## src/rtl/rc4_pkg.sv

```systemverilog
// Shared constants, codes and types of the RC4 stream cipher.
package rc4_pkg;

   localparam int BYTE_W          = 8;
   localparam int PERM_DEPTH      = 256;
   localparam int PERM_AW         = 8;
   localparam int KEY_MAX_DEFAULT = 256;

   localparam logic KIND_KEY  = 1'b0;
   localparam logic KIND_DATA = 1'b1;

   localparam logic [PERM_AW-1:0] PERM_LAST = PERM_AW'(PERM_DEPTH - 1);

   typedef struct packed {
      logic [BYTE_W-1:0] result_byte;
      logic              result_last;
      logic              no_key;
   } result_type;

   typedef enum logic [3:0] {
      ST_IDLE,
      ST_FILL,
      ST_K0,
      ST_K1,
      ST_K2,
      ST_K3,
      ST_P1,
      ST_P2,
      ST_P3
   } engine_state_type;

endpackage

```

## src/rtl/rc4_if.sv

```systemverilog
// Request and response channel interfaces of the RC4 stream cipher.
interface rc4_req_if import rc4_pkg::*; ();
   logic              valid;
   logic              ready;
   logic              kind;
   logic [BYTE_W-1:0] value;
   logic              last;

   modport source (output valid, output kind, output value, output last, input ready);
   modport sink (input valid, input kind, input value, input last, output ready);
endinterface

interface rc4_rsp_if import rc4_pkg::*; ();
   logic              valid;
   logic              ready;
   logic [BYTE_W-1:0] result_byte;
   logic              result_last;
   logic              no_key;

   modport source (output valid, output result_byte, output result_last, output no_key,
                   input ready);
   modport sink (input valid, input result_byte, input result_last, input no_key,
                 output ready);
endinterface

```

## src/rtl/rc4_ram.sv

```systemverilog
// Generic single-write, single-read RAM with registered read data.
module rc4_ram import rc4_pkg::*; #(
   parameter int WIDTH = BYTE_W,
   parameter int DEPTH = PERM_DEPTH,
   localparam int AW   = (DEPTH > 1) ? $clog2(DEPTH) : 1
) (
   input  logic             clock,
   input  logic             wr_en,
   input  logic [AW-1:0]    wr_addr,
   input  logic [WIDTH-1:0] wr_data,
   input  logic [AW-1:0]    rd_addr,
   output logic [WIDTH-1:0] rd_data
);

   logic [WIDTH-1:0] mem_ff [DEPTH];
   logic [WIDTH-1:0] rd_data_ff;

   always_ff @(posedge clock) begin
      if (wr_en) begin
         mem_ff[wr_addr] <= wr_data;
      end
      rd_data_ff <= mem_ff[rd_addr];
   end

   assign rd_data = rd_data_ff;

endmodule

```

## src/rtl/rc4_engine.sv

```systemverilog
// Key store, permutation memory and the sequencer for key schedule and keystream.
module rc4_engine import rc4_pkg::*; #(
   parameter int KEY_MAX = KEY_MAX_DEFAULT
) (
   input  logic       clock,
   input  logic       reset,
   rc4_req_if.sink    req_bus,
   output result_type res_data,
   output logic       res_valid,
   input  logic       res_take
);

   localparam int KEY_AW = (KEY_MAX > 1) ? $clog2(KEY_MAX) : 1;
   localparam int KLEN_W = $clog2(KEY_MAX + 1);

   engine_state_type    state_ff, state_in;
   logic [PERM_AW-1:0]  idx_i_ff, idx_i_in;
   logic [PERM_AW-1:0]  idx_j_ff, idx_j_in;
   logic [PERM_AW-1:0]  n_ff, n_in;
   logic [KEY_AW-1:0]   k_ff, k_in;
   logic [KLEN_W-1:0]   key_len_ff, key_len_in;
   logic                keyed_ff, keyed_in;
   logic [BYTE_W-1:0]   si_ff, si_in;
   logic [BYTE_W-1:0]   sj_ff, sj_in;
   logic [PERM_AW-1:0]  t_ff, t_in;
   logic [BYTE_W-1:0]   value_ff, value_in;
   logic                last_ff, last_in;
   result_type          res_ff, res_in;
   logic                res_valid_ff, res_valid_in;

   logic                accept;

   logic                p_we;
   logic [PERM_AW-1:0]  p_waddr;
   logic [BYTE_W-1:0]   p_wdata;
   logic [PERM_AW-1:0]  p_raddr;
   logic [BYTE_W-1:0]   p_rdata;
   logic                k_we;
   logic [KEY_AW-1:0]   k_waddr;
   logic [BYTE_W-1:0]   k_rdata;

   rc4_ram #(.WIDTH(BYTE_W), .DEPTH(PERM_DEPTH)) u_perm_ram (
      .clock   (clock),
      .wr_en   (p_we),
      .wr_addr (p_waddr),
      .wr_data (p_wdata),
      .rd_addr (p_raddr),
      .rd_data (p_rdata)
   );

   rc4_ram #(.WIDTH(BYTE_W), .DEPTH(KEY_MAX)) u_key_ram (
      .clock   (clock),
      .wr_en   (k_we),
      .wr_addr (k_waddr),
      .wr_data (req_bus.value),
      .rd_addr (k_ff),
      .rd_data (k_rdata)
   );

   assign req_bus.ready = (state_ff == ST_IDLE) && (!res_valid_ff || res_take);
   assign accept        = req_bus.valid && req_bus.ready;
   assign res_data      = res_ff;
   assign res_valid     = res_valid_ff;

   always_comb begin
      state_in = state_ff;
      unique case (state_ff)
         ST_IDLE: begin
            if (accept) begin
               if (req_bus.kind == KIND_KEY) begin
                  if (req_bus.last) begin
                     state_in = ST_FILL;
                  end
               end else if (keyed_ff) begin
                  state_in = ST_P1;
               end
            end
         end
         ST_FILL: begin
            if (n_ff == PERM_LAST) begin
               state_in = ST_K0;
            end
         end
         ST_K0: state_in = ST_K1;
         ST_K1: state_in = ST_K2;
         ST_K2: state_in = ST_K3;
         ST_K3: begin
            state_in = (n_ff == PERM_LAST) ? ST_IDLE : ST_K0;
         end
         ST_P1: state_in = ST_P2;
         ST_P2: state_in = ST_P3;
         ST_P3: state_in = ST_IDLE;
         default: state_in = ST_IDLE;
      endcase
   end

   always_comb begin
      logic [PERM_AW-1:0] acc;
      logic [BYTE_W-1:0]  ks;

      acc          = '0;
      ks           = '0;
      idx_i_in     = idx_i_ff;
      idx_j_in     = idx_j_ff;
      n_in         = n_ff;
      k_in         = k_ff;
      key_len_in   = key_len_ff;
      keyed_in     = keyed_ff;
      si_in        = si_ff;
      sj_in        = sj_ff;
      t_in         = t_ff;
      value_in     = value_ff;
      last_in      = last_ff;
      res_in       = res_ff;
      res_valid_in = res_valid_ff && !res_take;
      p_we         = 1'b0;
      p_waddr      = n_ff;
      p_wdata      = n_ff;
      p_raddr      = n_ff;
      k_we         = 1'b0;
      k_waddr      = key_len_ff[KEY_AW-1:0];

      unique case (state_ff)
         ST_IDLE: begin
            p_raddr = idx_i_ff + 1'b1;
            if (accept) begin
               if (req_bus.kind == KIND_KEY) begin
                  // drop key bytes beyond the store
                  if (key_len_ff < KLEN_W'(KEY_MAX)) begin
                     k_we       = 1'b1;
                     key_len_in = key_len_ff + 1'b1;
                  end
                  if (req_bus.last) begin
                     n_in     = '0;
                     k_in     = '0;
                     idx_j_in = '0;
                  end
               end else if (keyed_ff) begin
                  idx_i_in = idx_i_ff + 1'b1;
                  value_in = req_bus.value;
                  last_in  = req_bus.last;
               end else begin
                  res_in       = '{result_byte: req_bus.value, result_last: req_bus.last,
                                   no_key: 1'b1};
                  res_valid_in = 1'b1;
               end
            end
         end
         ST_FILL: begin
            p_we    = 1'b1;
            p_waddr = n_ff;
            p_wdata = n_ff;
            n_in    = n_ff + 1'b1;
         end
         ST_K0: begin
            p_raddr = n_ff;
         end
         ST_K1: begin
            acc      = idx_j_ff + p_rdata + k_rdata;
            idx_j_in = acc;
            si_in    = p_rdata;
            p_raddr  = acc;
         end
         ST_K2: begin
            p_we    = 1'b1;
            p_waddr = n_ff;
            p_wdata = p_rdata;
         end
         ST_K3: begin
            p_we    = 1'b1;
            p_waddr = idx_j_ff;
            p_wdata = si_ff;
            n_in    = n_ff + 1'b1;
            k_in    = (KLEN_W'(k_ff) == key_len_ff - 1'b1) ? '0 : k_ff + 1'b1;
            if (n_ff == PERM_LAST) begin
               idx_i_in   = '0;
               idx_j_in   = '0;
               keyed_in   = 1'b1;
               key_len_in = '0;
            end
         end
         ST_P1: begin
            acc      = idx_j_ff + p_rdata;
            idx_j_in = acc;
            si_in    = p_rdata;
            p_raddr  = acc;
         end
         ST_P2: begin
            // first half of the swap; the read at t sees the old contents
            p_we    = 1'b1;
            p_waddr = idx_i_ff;
            p_wdata = p_rdata;
            sj_in   = p_rdata;
            acc     = si_ff + p_rdata;
            t_in    = acc;
            p_raddr = acc;
         end
         ST_P3: begin
            p_we    = 1'b1;
            p_waddr = idx_j_ff;
            p_wdata = si_ff;
            // forward the swapped entries over the stale read
            if (t_ff == idx_j_ff) begin
               ks = si_ff;
            end else if (t_ff == idx_i_ff) begin
               ks = sj_ff;
            end else begin
               ks = p_rdata;
            end
            res_in       = '{result_byte: value_ff ^ ks, result_last: last_ff, no_key: 1'b0};
            res_valid_in = 1'b1;
         end
         default: begin
         end
      endcase
   end

   always_ff @(posedge clock) begin
      if (reset) begin
         state_ff     <= ST_IDLE;
         idx_i_ff     <= '0;
         idx_j_ff     <= '0;
         n_ff         <= '0;
         k_ff         <= '0;
         key_len_ff   <= '0;
         keyed_ff     <= 1'b0;
         res_valid_ff <= 1'b0;
      end else begin
         state_ff     <= state_in;
         idx_i_ff     <= idx_i_in;
         idx_j_ff     <= idx_j_in;
         n_ff         <= n_in;
         k_ff         <= k_in;
         key_len_ff   <= key_len_in;
         keyed_ff     <= keyed_in;
         res_valid_ff <= res_valid_in;
      end
      si_ff    <= si_in;
      sj_ff    <= sj_in;
      t_ff     <= t_in;
      value_ff <= value_in;
      last_ff  <= last_in;
      res_ff   <= res_in;
   end

endmodule

```

## src/rtl/rc4_rsp_reg.sv

```systemverilog
// Output register of the response channel.
module rc4_rsp_reg import rc4_pkg::*; (
   input  logic       clock,
   input  logic       reset,
   input  result_type res_data,
   input  logic       res_valid,
   output logic       res_take,
   rc4_rsp_if.source  rsp_bus
);

   logic       rsp_valid_ff, rsp_valid_in;
   result_type rsp_data_ff, rsp_data_in;

   assign res_take = res_valid && (!rsp_valid_ff || rsp_bus.ready);

   always_comb begin
      rsp_valid_in = res_take || (rsp_valid_ff && !rsp_bus.ready);
      rsp_data_in  = res_take ? res_data : rsp_data_ff;
   end

   always_ff @(posedge clock) begin
      if (reset) begin
         rsp_valid_ff <= 1'b0;
      end else begin
         rsp_valid_ff <= rsp_valid_in;
      end
      rsp_data_ff <= rsp_data_in;
   end

   assign rsp_bus.valid       = rsp_valid_ff;
   assign rsp_bus.result_byte = rsp_data_ff.result_byte;
   assign rsp_bus.result_last = rsp_data_ff.result_last;
   assign rsp_bus.no_key      = rsp_data_ff.no_key;

endmodule

```

## src/rtl/rc4_stream_cipher.sv

```systemverilog
// RC4 stream cipher: key loading, in-block key schedule and keystream XOR.
//
// Requests enter on req_bus (valid/ready); kind selects a key byte or a data
// byte. Key bytes are stored in a key RAM of KEY_MAX entries; extra bytes are
// dropped. The key byte marked last starts the schedule: the identity
// permutation is loaded, then 256 steps run through the states K0 to K3,
// and all the while req_bus.ready stays low.
// A data byte yields one response on rsp_bus: the byte XORed with the next
// keystream byte, its last mark, and no_key set when no key has been
// scheduled (byte returned unchanged). A keyed data byte runs through the
// states P1, P2 and P3 into the result register, with no request taken
// before idle; an unkeyed one goes straight to the result register. Three
// dependent reads per byte on the single read port of the permutation RAM set
// this order, swap writes forwarded. A non-last key byte gives no response.
// The response sits in an output register; while the receiver stalls it
// holds, and one more finished result can wait inside before requests stop.
// Reset clears the indices, key count and the keyed flag; the RAM contents
// are left as they are.
module rc4_stream_cipher import rc4_pkg::*; #(
   parameter int KEY_MAX = KEY_MAX_DEFAULT
) (
   input logic       clock,
   input logic       reset,
   rc4_req_if.sink   req_bus,
   rc4_rsp_if.source rsp_bus
);

   result_type res_data;
   logic       res_valid;
   logic       res_take;

   rc4_engine #(.KEY_MAX(KEY_MAX)) u_engine (
      .clock     (clock),
      .reset     (reset),
      .req_bus   (req_bus),
      .res_data  (res_data),
      .res_valid (res_valid),
      .res_take  (res_take)
   );

   rc4_rsp_reg u_rsp_reg (
      .clock     (clock),
      .reset     (reset),
      .res_data  (res_data),
      .res_valid (res_valid),
      .res_take  (res_take),
      .rsp_bus   (rsp_bus)
   );

endmodule

```

## src/flat_wrapper.sv

```systemverilog
// flat-port wrapper written by rule: the top's interface ports become plain ports
module rc4_stream_cipher_flat import rc4_pkg::*;
#(
   parameter int KEY_MAX = KEY_MAX_DEFAULT
)
  (clock, reset, req_bus_valid, req_bus_kind, req_bus_value, req_bus_last, req_bus_ready, rsp_bus_valid, rsp_bus_result_byte, rsp_bus_result_last, rsp_bus_no_key, rsp_bus_ready);
  rc4_req_if req_bus_i ();
  rc4_rsp_if rsp_bus_i ();
  input logic clock;
  input logic reset;
  input wire logic [$bits(req_bus_i.valid)-1:0] req_bus_valid;
  input wire logic [$bits(req_bus_i.kind)-1:0] req_bus_kind;
  input wire logic [$bits(req_bus_i.value)-1:0] req_bus_value;
  input wire logic [$bits(req_bus_i.last)-1:0] req_bus_last;
  output wire logic [$bits(req_bus_i.ready)-1:0] req_bus_ready;
  output wire logic [$bits(rsp_bus_i.valid)-1:0] rsp_bus_valid;
  output wire logic [$bits(rsp_bus_i.result_byte)-1:0] rsp_bus_result_byte;
  output wire logic [$bits(rsp_bus_i.result_last)-1:0] rsp_bus_result_last;
  output wire logic [$bits(rsp_bus_i.no_key)-1:0] rsp_bus_no_key;
  input wire logic [$bits(rsp_bus_i.ready)-1:0] rsp_bus_ready;
  assign req_bus_i.valid = req_bus_valid;
  assign req_bus_i.kind = req_bus_kind;
  assign req_bus_i.value = req_bus_value;
  assign req_bus_i.last = req_bus_last;
  assign req_bus_ready = req_bus_i.ready;
  assign rsp_bus_valid = rsp_bus_i.valid;
  assign rsp_bus_result_byte = rsp_bus_i.result_byte;
  assign rsp_bus_result_last = rsp_bus_i.result_last;
  assign rsp_bus_no_key = rsp_bus_i.no_key;
  assign rsp_bus_i.ready = rsp_bus_ready;
  rc4_stream_cipher #(.KEY_MAX(KEY_MAX)) u_core (.clock(clock), .reset(reset), .req_bus(req_bus_i), .rsp_bus(rsp_bus_i));
endmodule
```

## config.mk

```make
export PLATFORM = sky130hd
export DESIGN_NAME = rc4_stream_cipher_flat
export DESIGN_NICKNAME = d
export VERILOG_FILES = /design/src/rtl/rc4_pkg.sv /design/src/rtl/rc4_if.sv /design/src/rtl/rc4_ram.sv /design/src/rtl/rc4_engine.sv /design/src/rtl/rc4_rsp_reg.sv /design/src/rtl/rc4_stream_cipher.sv /design/src/flat_wrapper.sv
export SDC_FILE = /design/constraint.sdc
export NUM_CORES = 2
export LEC_CHECK = 0
export ABC_AREA = 0
export BUFFER_PORTS_ARGS = -buffer_cell sky130_fd_sc_hd__buf_2
export CAP_MARGIN = 10
export CORE_MARGIN = 5
export CORE_UTILIZATION = 49
export CTS_BUF_LIST = sky130_fd_sc_hd__clkbuf_4 sky130_fd_sc_hd__clkbuf_8
export CTS_CLUSTER_DIAMETER = 150
export DETAILED_ROUTE_END_ITERATION = 8
export PLACE_DENSITY_LB_ADDON = 0.25
export SLEW_MARGIN = 10
export SYNTH_ARGS = -nofsm -noshare
export SYNTH_HDL_FRONTEND = slang
export SYNTH_SLANG_ARGS = --single-unit
```

## constraint.sdc

```tcl
create_clock -name clock -period 5.5 [get_ports clock]
set_clock_uncertainty 0.15 [all_clocks]
set_input_delay 0.55 -clock clock [delete_from_list [all_inputs] [get_ports clock]]
set_output_delay 0.55 -clock clock [all_outputs]
set_load 0.1 [all_outputs]
```

==> run_results.csv <==
group,metric,value,unit
run,maxCapViolCount,0,
setup_path,worst_ep_arrival_time,6.37,ns
logic_synthesis,synth_top_cells_by_area,"edfxtp_1 (74%), mux4_2 (9.8%), mux2i_1 (2.8%)",
detailed_routing,vias_per_cell,6.10,
clock_tree,clockBufferDepth,4,
clock_tree,clkTransAtPathRegs,0.06,ns
logic_synthesis,synth-edff-count,4149,
setup_path,crit_path_cell_trace,"ha_1 -> fa_1 -> a211o_1 -> o21ai_0 -> xnor2_1 -> ha_1 -> inv_1 -> xnor2_1 -> a22o_1 -> buf_4 -> o211ai_1 -> buf_4 -> a21oi_1 -> nor4_1 -> o221ai_1 -> nor4b_1 -> buf_4 -> mux2i_1",
placement,place_congestion,0.939,
logic_synthesis,syn_area,168000,um2
detailed_routing,vias,94981,
power_and_ir_drop,seq_power_share,46.7,%
detailed_routing,dr.pass1.iters,6,
hold_path,hold_path_class,"primary input to flip-flop",
logic_synthesis,syn-instance-count,9642,
finish,nets,10550,
clock_tree,cts_sinks,4213,
die,initial_core_util,49.1,%
sta,finalSetupTns,0,ns
global_routing,grtUsageMet3,5.71,%
die,pin_count,26,
global_routing,overflow,0,
setup_path,cp_top_family,"compound AO/OA/AOI/OAI gates",
detailed_routing,wl,450000,um
global_routing,grt_use_met2,37.5,%
logic_synthesis,synthFlopType,"edfxtp_1",
setup_path,cp-end-kind,"flip-flop",
global_routing,grt_pass1_vias,93349,
sta,fin_ws,0.0676,ns
global_routing,grt_util_met1,36.7,%
sta,tightestPinTransition,1.31,ns
detailed_routing,drtIter0Drc,13062,
sta,period_share,98.8,%
die,coreArea,343000,um2
power_and_ir_drop,ir_drop,0.499,mV
sta,fmax,184,MHz
detailed_routing,ant_nets,0,
global_routing,grt_pass1_wl,653000,um
power_and_ir_drop,power_density,414,nW/um2
power_and_ir_drop,switching_share,29.9,%
logic_synthesis,ys_ff_latch,4213,
placement,io_buffers,25,
power_and_ir_drop,clkPwrFrac,32.1,%
setup_path,crit_top_cell,"buf_4",
sta,rsz0062_at_grt,"false",
logic_synthesis,ys_warn_count,0,
detailed_routing,drc,0,
placement,dp_slack,-0.187,ns
power_and_ir_drop,intPower,55.4,mW
setup_path,critPathMaxStageDelay,0.56,ns
setup_path,critPathLaunchType,"flip-flop",
die,dieArea,355000,um2
die,die-width,596,um
placement,dp_hpwl,275000,um
sta,drv_slew,0,
outcome,run_status,"complete, no violations",
setup_path,cp.buffers_inverters,4,
logic_synthesis,ys_async_sr_fraction,0,%
global_routing,grt_antenna_before_repair,22,
clock_tree,clkLatencyLatePin,1.20,ns
global_routing,grt-busiest-layer,"met2",
finish,area_growth,13.4,%
detailed_routing,post_drt_wl_per_cell,28.9,um
sta,finalSetupViolCount,0,
power_and_ir_drop,p_leak,61.3,nW
sta,layout_min_cycle_time,5.43,ns
clock_tree,cts_max_level,6,
logic_synthesis,syn_avg_cell_area,17.5,um2
die,die_h,596,um
sta,finalHoldViolCount,0,
logic_synthesis,netlist_top_cells_count,"edfxtp_1 (4149), nand2_1 (1195), nor2_1 (732)",
global_routing,grt_max_degree,183,
setup_path,crit_fanout,13,
logic_synthesis,synth_cell_types,97,
clock_tree,cts_root_buf,"clkbuf_8",
sta,hold_slack,0.150,ns
logic_synthesis,synthesis.nets,9688,
setup_path,cp_slowest_cell,"a21oi_1",
power_and_ir_drop,p_sw,23.6,mW
logic_synthesis,seq_area_frac_synth,74.8,%
clock_tree,cts_tree,"done",
die,rows,215,
sta,maxSlewHeadroom,12.7,%
clock_tree,cts_inserted_buffers,651,
logic_synthesis,synth_top_cell_by_area,"edfxtp_1",
power_and_ir_drop,p_comb_share,21.2,%
setup_path,crit_type,"flip-flop to flip-flop",
global_routing,grt_usage,24.8,%
logic_synthesis,yosysMostFrequentCell,"edfxtp_1",
logic_synthesis,synth_top_area_share,74.0,%
finish,drive_gt1_share,23.8,%
setup_path,required,6.44,ns
stage by stage:
stage	util, %	power (mW)	cells	instance area, um2
after floorplan	-	47.5	9642	168000
after global placement	52.0	53.7	14383	178000
after detailed placement	52.0	53.9	14384	178000
after CTS	55.7	79.0	15545	191000
after global routing	55.7	81.7	15556	191000
final	55.7	79.0	15560	191000
cells in the final DEF, fill, tap and decap left out, types with 16 or more instances in the layout:
cell / n
a221oi_1: 32
ha_1: 29
a311oi_1: 43
nand2_1: 1193
nand3_1: 488
clkinvlp_4: 18
a32o_1: 20
nor2_1: 730
buf_2: 17
inv_1: 27
nor3_1: 26
dlygate4sd3_1: 16
nor4_1: 17
a21oi_1: 186
xor2_1: 39
clkbuf_4: 217
a211oi_1: 41
inv_6: 18
and3_1: 79
nor2b_1: 21
clkinv_1: 146
a22oi_1: 46
buf_4: 695
clkbuf_8: 678
dfxtp_1: 58
xnor2_1: 33
buf_12: 80
o22ai_1: 22
mux2_2: 21
o21ai_0: 118
mux2i_1: 478
edfxtp_1: 4149
nand4_1: 32
o211ai_1: 23
a32oi_1: 19
clkinv_2: 48
inv_8: 21
a31oi_1: 63
mux4_2: 729
final timing paths:
| path | start | end | slack [ns] | cells past startpoint |
|---|---|---|---|---|
| setup / recovery | u_core.u_engine.u_perm_ram.rd_data[0] | u_core.u_engine.u_perm_ram.rd_data[1] | 0.07 | 18 |
| hold / removal | req_bus_last | u_core.u_engine.last_ff | 0.15 | 2 |
| hold reg to reg | u_core.u_engine.res_data[3] | u_core.u_rsp_reg.rsp_bus.result_byte[1] | 0.28 | 0 |
| setup reg to reg | u_core.u_engine.u_perm_ram.rd_data[0] | u_core.u_engine.u_perm_ram.rd_data[1] | 0.07 | 18 |
cells by family after synthesis:
group	count (synthesis)	synth area share, %
and+or+nand+nor	2680	6.78
xor gates and xnor gates	73	0.388
adders and majority gates	32	0.251
AOI/OAI and AO/OA	768	3.13
muxes	1231	12.8
DFF	4213	74.8
buffers and inverters	645	1.91
registers in the layout, summed over array words and instances, names as in the netlist, 9 cells and up:
register                           flops
u_core.u_engine.u_perm_ram.mem_ff   2048
u_core.u_engine.res_data              10
u_core.u_engine.u_key_ram.mem_ff    2048
u_core.u_engine.key_len_ff             9
what timing repair did:
action | 4_1_cts | 5_1_grt
setup endpoints to repair | 1 | 8
pin swaps | 1 | 2
resized for setup | 4 | 7
endpoints found under the hold margin | 712 | 0
setup buffers | 0 | 7
gates cloned | 1 | 0
hold buffers | 16 | 0
area by class of cell:
class | instances | area, um2
sequential | 4213 | 126000
tap | 4557 | 5700
fill | 26226 | 152000
multi-input combinational | 4785 | 39400
inverter | 36 | 195
clock inverter | 257 | 1640
timing repair buffer | 817 | 7180
antenna | 8 | 20.0
clock buffer | 887 | 10900
power by group through the flow:
stage | combinational, mW | clock [mW] | sequential (mW)
after floorplan | 9.75 | 0 | 37.8
after global placement | 16.2 | 0 | 37.5
after detailed placement | 16.3 | 0 | 37.5
after CTS | 16.4 | 25.8 | 36.9
after global routing | 17.5 | 27.3 | 36.9
final | 16.7 | 25.4 | 36.9
per-layer routing:
metal | up-vias | part of all wire (%) | wire length [um]
met5 | - | 0.012 | 55
met1 | 48942 | 41 | 182000
met4 | 10 | 3.0 | 13300
met3 | 799 | 11 | 48900
met2 | 5469 | 46 | 205000
li1 | 39761 | - | -
No activity file was read; power rests on OpenSTA's default activity.
